$ cat src/rtl/core/keyed_point_table_radius_query_unit_macros.svh
// Assertion macros for the keyed point table radius query unit.
`ifndef KEYED_POINT_TABLE_RADIUS_QUERY_UNIT_MACROS_SVH
`define KEYED_POINT_TABLE_RADIUS_QUERY_UNIT_MACROS_SVH

// Consequent must hold in the same cycle as the antecedent.
`define KPTRQ_ASSERT_NOW(label, clk, rst_n, ante, cons, msg) \
    label: assert property (@(posedge clk) disable iff (!rst_n) (ante) |-> (cons)) \
        else $error(msg);

// Consequent must hold in the cycle after the antecedent.
`define KPTRQ_ASSERT_NEXT(label, clk, rst_n, ante, cons, msg) \
    label: assert property (@(posedge clk) disable iff (!rst_n) (ante) |=> (cons)) \
        else $error(msg);

`endif

$ cat src/rtl/core/kptrq_mem.sv
// Entry memory: one write port, one read port with registered read data.
module kptrq_mem #(
    parameter  int DEPTH = 32,
    parameter  int WIDTH = 96,
    localparam int AW    = $clog2(DEPTH)
) (
    input  logic             i_clk,
    input  logic             i_rd_en,
    input  logic [AW-1:0]    i_rd_addr,
    output logic [WIDTH-1:0] o_rd_data,
    input  logic             i_wr_en,
    input  logic [AW-1:0]    i_wr_addr,
    input  logic [WIDTH-1:0] i_wr_data
);

    logic [WIDTH-1:0] r_mem [DEPTH];
    logic [WIDTH-1:0] r_rd_data;

    always_ff @(posedge i_clk) begin
        if (i_wr_en) begin
            r_mem[i_wr_addr] <= i_wr_data;
        end
    end

    // hold read data while no read is issued
    always_ff @(posedge i_clk) begin
        if (i_rd_en) begin
            r_rd_data <= r_mem[i_rd_addr];
        end
    end

    assign o_rd_data = r_rd_data;

endmodule

$ cat config.mk
export PLATFORM = sky130hd
export DESIGN_NAME = kptrq_mem
export DESIGN_NICKNAME = d
export VERILOG_FILES = /design/src/rtl/core/keyed_point_table_radius_query_unit_macros.svh /design/src/rtl/core/kptrq_mem.sv
export SDC_FILE = /design/constraint.sdc
export NUM_CORES = 2
export LEC_CHECK = 0
export CORE_MARGIN = 3
export CORE_UTILIZATION = 45
export DETAILED_ROUTE_END_ITERATION = 6
export DONT_BUFFER_PORTS = 1
export GPL_TIMING_DRIVEN = 0
export PLACE_DENSITY = 0.6
export SLEW_MARGIN = 5
export SYNTH_ARGS = -nofsm -noshare
export SYNTH_HDL_FRONTEND = slang
export SYNTH_SLANG_ARGS = --single-unit
$ cat constraint.sdc
create_clock -name i_clk -period 9.2 [get_ports i_clk]
set_clock_uncertainty 0.15 [all_clocks]
set_input_delay 0.92 -clock i_clk [delete_from_list [all_inputs] [get_ports i_clk]]
set_output_delay 0.92 -clock i_clk [all_outputs]
set_load 0.02 [all_outputs]
==> impl_metrics.sql <==
INSERT INTO impl_metrics (metric_group, metric, value, unit) VALUES
('synth', 'yosys_warnings', '0', ''),
('setup_path', 'critical_path.most_common_cell', 'buf_2', ''),
('global_route', 'grt_max_degree', '97', ''),
('timing', 'rsz0062_at_grt', 'no', ''),
('die', 'fp.dieH', '521', 'um'),
('routing', 'dr.pass1.iters', '6', ''),
('die', 'top_level_ports', '205', ''),
('clock_network', 'max-clock-path-buffers', '4', ''),
('synth', 'synth-seq-area-share', '79.6', '%'),
('setup_path', 'worst-endpoint-arrival', '5.06', 'ns'),
('power', 'clkPwrFrac', '42.5', '%'),
('power', 'power.leakage', '45.3', 'nW'),
('clock_network', 'h-tree-depth', '5', ''),
('synth', 'syn-instance-count', '5604', ''),
('final_layout', 'post-route-util', '52.9', '%'),
('clock_network', 'cts.clk_slew.worst_paths', '0.06', 'ns'),
('timing', 'layout_worst_path_cycle_share', '50.1', '%'),
('routing', 'route.final.wire_length', '328', 'mm'),
('final_layout', 'n_fill_cell', '20200', ''),
('timing', 'final_max_slew_viol_count', '0', ''),
('power', 'sequentialPowerShare', '52.6', '%'),
('setup_path', 'timing.critical_path.cells', 'buf_2, buf_2, nor2b_1, clkbuf_1, nand3_1, nand4_1', ''),
('clock_network', 'clock_insertion_delay_worst_skew', '0.86', 'ns'),
('die', 'initial_utilization', '45.4', '%'),
('routing', 'dr_vias', '59700', ''),
('global_route', 'global_route.overflow_total', '0', ''),
('timing', 'hold_violations', '0', ''),
('setup_path', 'critPathBufInv', '3', ''),
('setup_path', 'path_class', 'input pin to flop', ''),
('final_layout', 'mostFrequentLayoutCells', 'edfxtp_1 (3,168), mux2i_1 (768), a22oi_1 (511)', ''),
('global_route', 'grt_pass1_wl', '460', 'mm'),
('setup_path', 'critPathTopFamily', 'buffers and inverters', ''),
('timing', 'fin_crit', '4.61', 'ns'),
('timing', 'worst_slew_pin_slew', '1.44', 'ns'),
('global_route', 'grt_use_total', '23.8', '%'),
('run', 'timing.max_cap.violations', '0', ''),
('final_layout', 'design.final.nets', '6311', ''),
('setup_path', 'endpoint_kind', 'flop', ''),
('timing', 'final-setup-viol-count', '0', ''),
('routing', 'route.antenna.remaining_nets', '0', ''),
('placed_design', 'routabilityCongestion', '0.781', ''),
('die', 'die_area', '0.272', 'mm2'),
('routing', 'detail_route.iter0.violations', '6791', ''),
('power', 'cellInternalPower', '24.3', 'mW'),
('global_route', 'number_of_global_route_vias_before_repair', '60600', ''),
('power', 'power.switching', '6.54', 'mW'),
('synth', 'netlist_area', '0.120', 'mm2'),
('power', 'logic_pwr_share', '4.9', '%'),
('setup_path', 'crit_path_max_incr_delay', '1.19', 'ns'),
('routing', 'viasPerCell', '5.99', ''),
('clock_network', 'cts.repair.resized', '0', ''),
('final_layout', 'finalInstanceArea', '0.139', 'mm2'),
('clock_network', 'cts_tree', 'done', ''),
('final_layout', 'layout_commonest_cell', 'edfxtp_1', ''),
('routing', 'wl_per_cell', '32.9', 'um'),
('routing', 'drc', '0', ''),
('synth', 'syn_area_per_cell', '21.3', 'um2'),
('timing', 'max_slew_margin', '3.77', '%'),
('hold_path', 'hold_path.class', 'input pin to flop', ''),
('die', 'placement_rows', '188', ''),
('clock_network', 'cts_made_buffers', '334', ''),
('power', 'p_sw_share', '21.2', '%'),
('clock_network', 'clock-root-buffer', 'clkbuf_16', ''),
('placed_design', 'hpwl', '216', 'mm'),
('power', 'vdd.ir_drop.worst', '0.171', 'mV'),
('final_layout', 'area_growth_syn_to_fin', '16.5', '%'),
('clock_network', 'number_of_hold_buffers_added_after_cts', '101', ''),
('setup_path', 'start_kind', 'input pin', ''),
('die', 'floorplan.die.width', '521', 'um'),
('setup_path', 'crit_path_top_delay_cell', 'nor2b_1', ''),
('setup_path', 'critical_path_required', '9.65', 'ns'),
('synth', 'synthesis.nets', '5713', ''),
('final_layout', 'fraction_of_final_layout_cells_with_drive_strength_greater_than_1', '18.9', '%'),
('placed_design', 'placedInstanceArea', '0.128', 'mm2'),
('synth', 'post_synthesis_register_bit_count', '3168', ''),
('setup_path', 'cp_max_fo', '10', ''),
('synth', 'synth.lib_cells_used.distinct', '29', ''),
('power', 'power.density_cell_area', '221', 'mW/mm2'),
('placed_design', 'place.port_buffers', '0', ''),
('global_route', 'antenna_found_initial', '24', ''),
('clock_network', 'post-cts-setup-buffers', '0', ''),
('die', 'core-area', '0.263', 'mm2'),
('run_status', 'run_status', 'completed', ''),
('clock_network', 'tritoncts_num_sinks', '3168', ''),
('timing', 'achievable-frequency', '0.217', 'GHz');
==> state kept, by name, summed over array words and instances (netlist names) <==
name	count
o_rd_data	96
r_mem	3072
==> worst paths after layout <==
kind                 start            end  slack (ns)  depth (start not counted)
max           i_rd_addr[4]  o_rd_data[84]        4.59                          6
min                i_rd_en  o_rd_data[45]        0.07                          0
min reg2reg   r_mem[6][31]  o_rd_data[31]        0.66                          3
max reg2reg  r_mem[15][13]  o_rd_data[13]        6.76                          4
==> Yosys cell counts <==
| master | n | share of area (%) |
|---|---|---|
| a32oi_1 | 5 | 0.037 |
| nor2b_1 | 15 | 0.079 |
| buf_4 | 33 | 0.21 |
| nand4_1 | 45 | 0.24 |
| nand2_1 | 12 | 0.038 |
| and3b_1 | 1 | 0.0073 |
| nand3_1 | 194 | 0.81 |
| a22oi_1 | 511 | 3.2 |
| buf_1 | 15 | 0.047 |
| a31oi_1 | 51 | 0.27 |
| nor2_2 | 1 | 0.0052 |
| a21oi_1 | 9 | 0.038 |
| nor2_1 | 45 | 0.14 |
| or3b_2 | 2 | 0.015 |
| clkbuf_1 | 139 | 0.44 |
| buf_2 | 111 | 0.46 |
| or3_1 | 1 | 0.0052 |
| mux2i_1 | 768 | 6.4 |
| edfxtp_1 | 3168 | 80 |
| nand2b_1 | 1 | 0.0052 |
| nor3_1 | 3 | 0.013 |
| nand3b_1 | 5 | 0.031 |
| nor3_2 | 2 | 0.017 |
| a22o_1 | 51 | 0.37 |
| mux4_2 | 384 | 7.2 |
| buf_6 | 20 | 0.19 |
| inv_1 | 1 | 0.0031 |
| and2_1 | 10 | 0.052 |
| and3_1 | 1 | 0.0052 |
==> logic make-up (layout without fill, tap and decap cells) <==
logic type      after synthesis  in the layout  synth area share [%]
compound gates              627            627                  3.92
mux                        1152           1152                  13.7
simple gates                338            338                  1.46
other cells                   0              6                     0
flops                      3168           3168                  79.6
buf+inv                     319           1166                  1.35
==> power groups by stage <==
stage	Combinational [mW]	Clock [mW]	Sequential [mW]
final	1.51	13.1	16.2
after global routing	1.59	13.9	16.2
after CTS	1.52	13.3	16.2
after detailed placement	1.27	0	16.5
after global placement	1.22	0	16.6
after floorplan	0.745	0	16.5
==> layer usage <==
layer	vias to the layer above	GRT usage (%)	share of wire [%]
met1	31900	32.4	40
met3	496	4.31	7.5
met2	2552	39.5	49
li1	24800	-	-
met5	-	0	0.0085
met4	6	6.94	3.0
==> area by class of cell <==
cell class / instances / area, um2 / area share (%)
Antenna cell: 6 / 15.0 / 0.0108
Buffer: 318 / 1610 / 1.16
Clock buffer: 409 / 8830 / 6.34
Clock inverter: 176 / 1660 / 1.19
Inverter: 1 / 3.75 / 0.00269
Multi-Input combinational cell: 2117 / 23000 / 16.5
Sequential cell: 3168 / 95100 / 68.3
Tap cell: 3515 / 4400 / 3.16
Timing Repair Buffer: 262 / 4610 / 3.31
==> metrics by stage <==
step	worst slack, ns	total power, mW	hold slack, ns	instances	setup TNS [ns]
final	4.59	30.8	0.0709	9972	0
after global routing	4.70	31.7	0.0212	9967	0
after CTS	4.80	31.0	0.00766	9966	0
after detailed placement	3.90	17.8	0.655	9280	0
after floorplan	2.92	17.3	0.476	5604	0
after global placement	-3.27	17.8	0.648	9119	-7790.35
(Power assumes the default switching activity.)
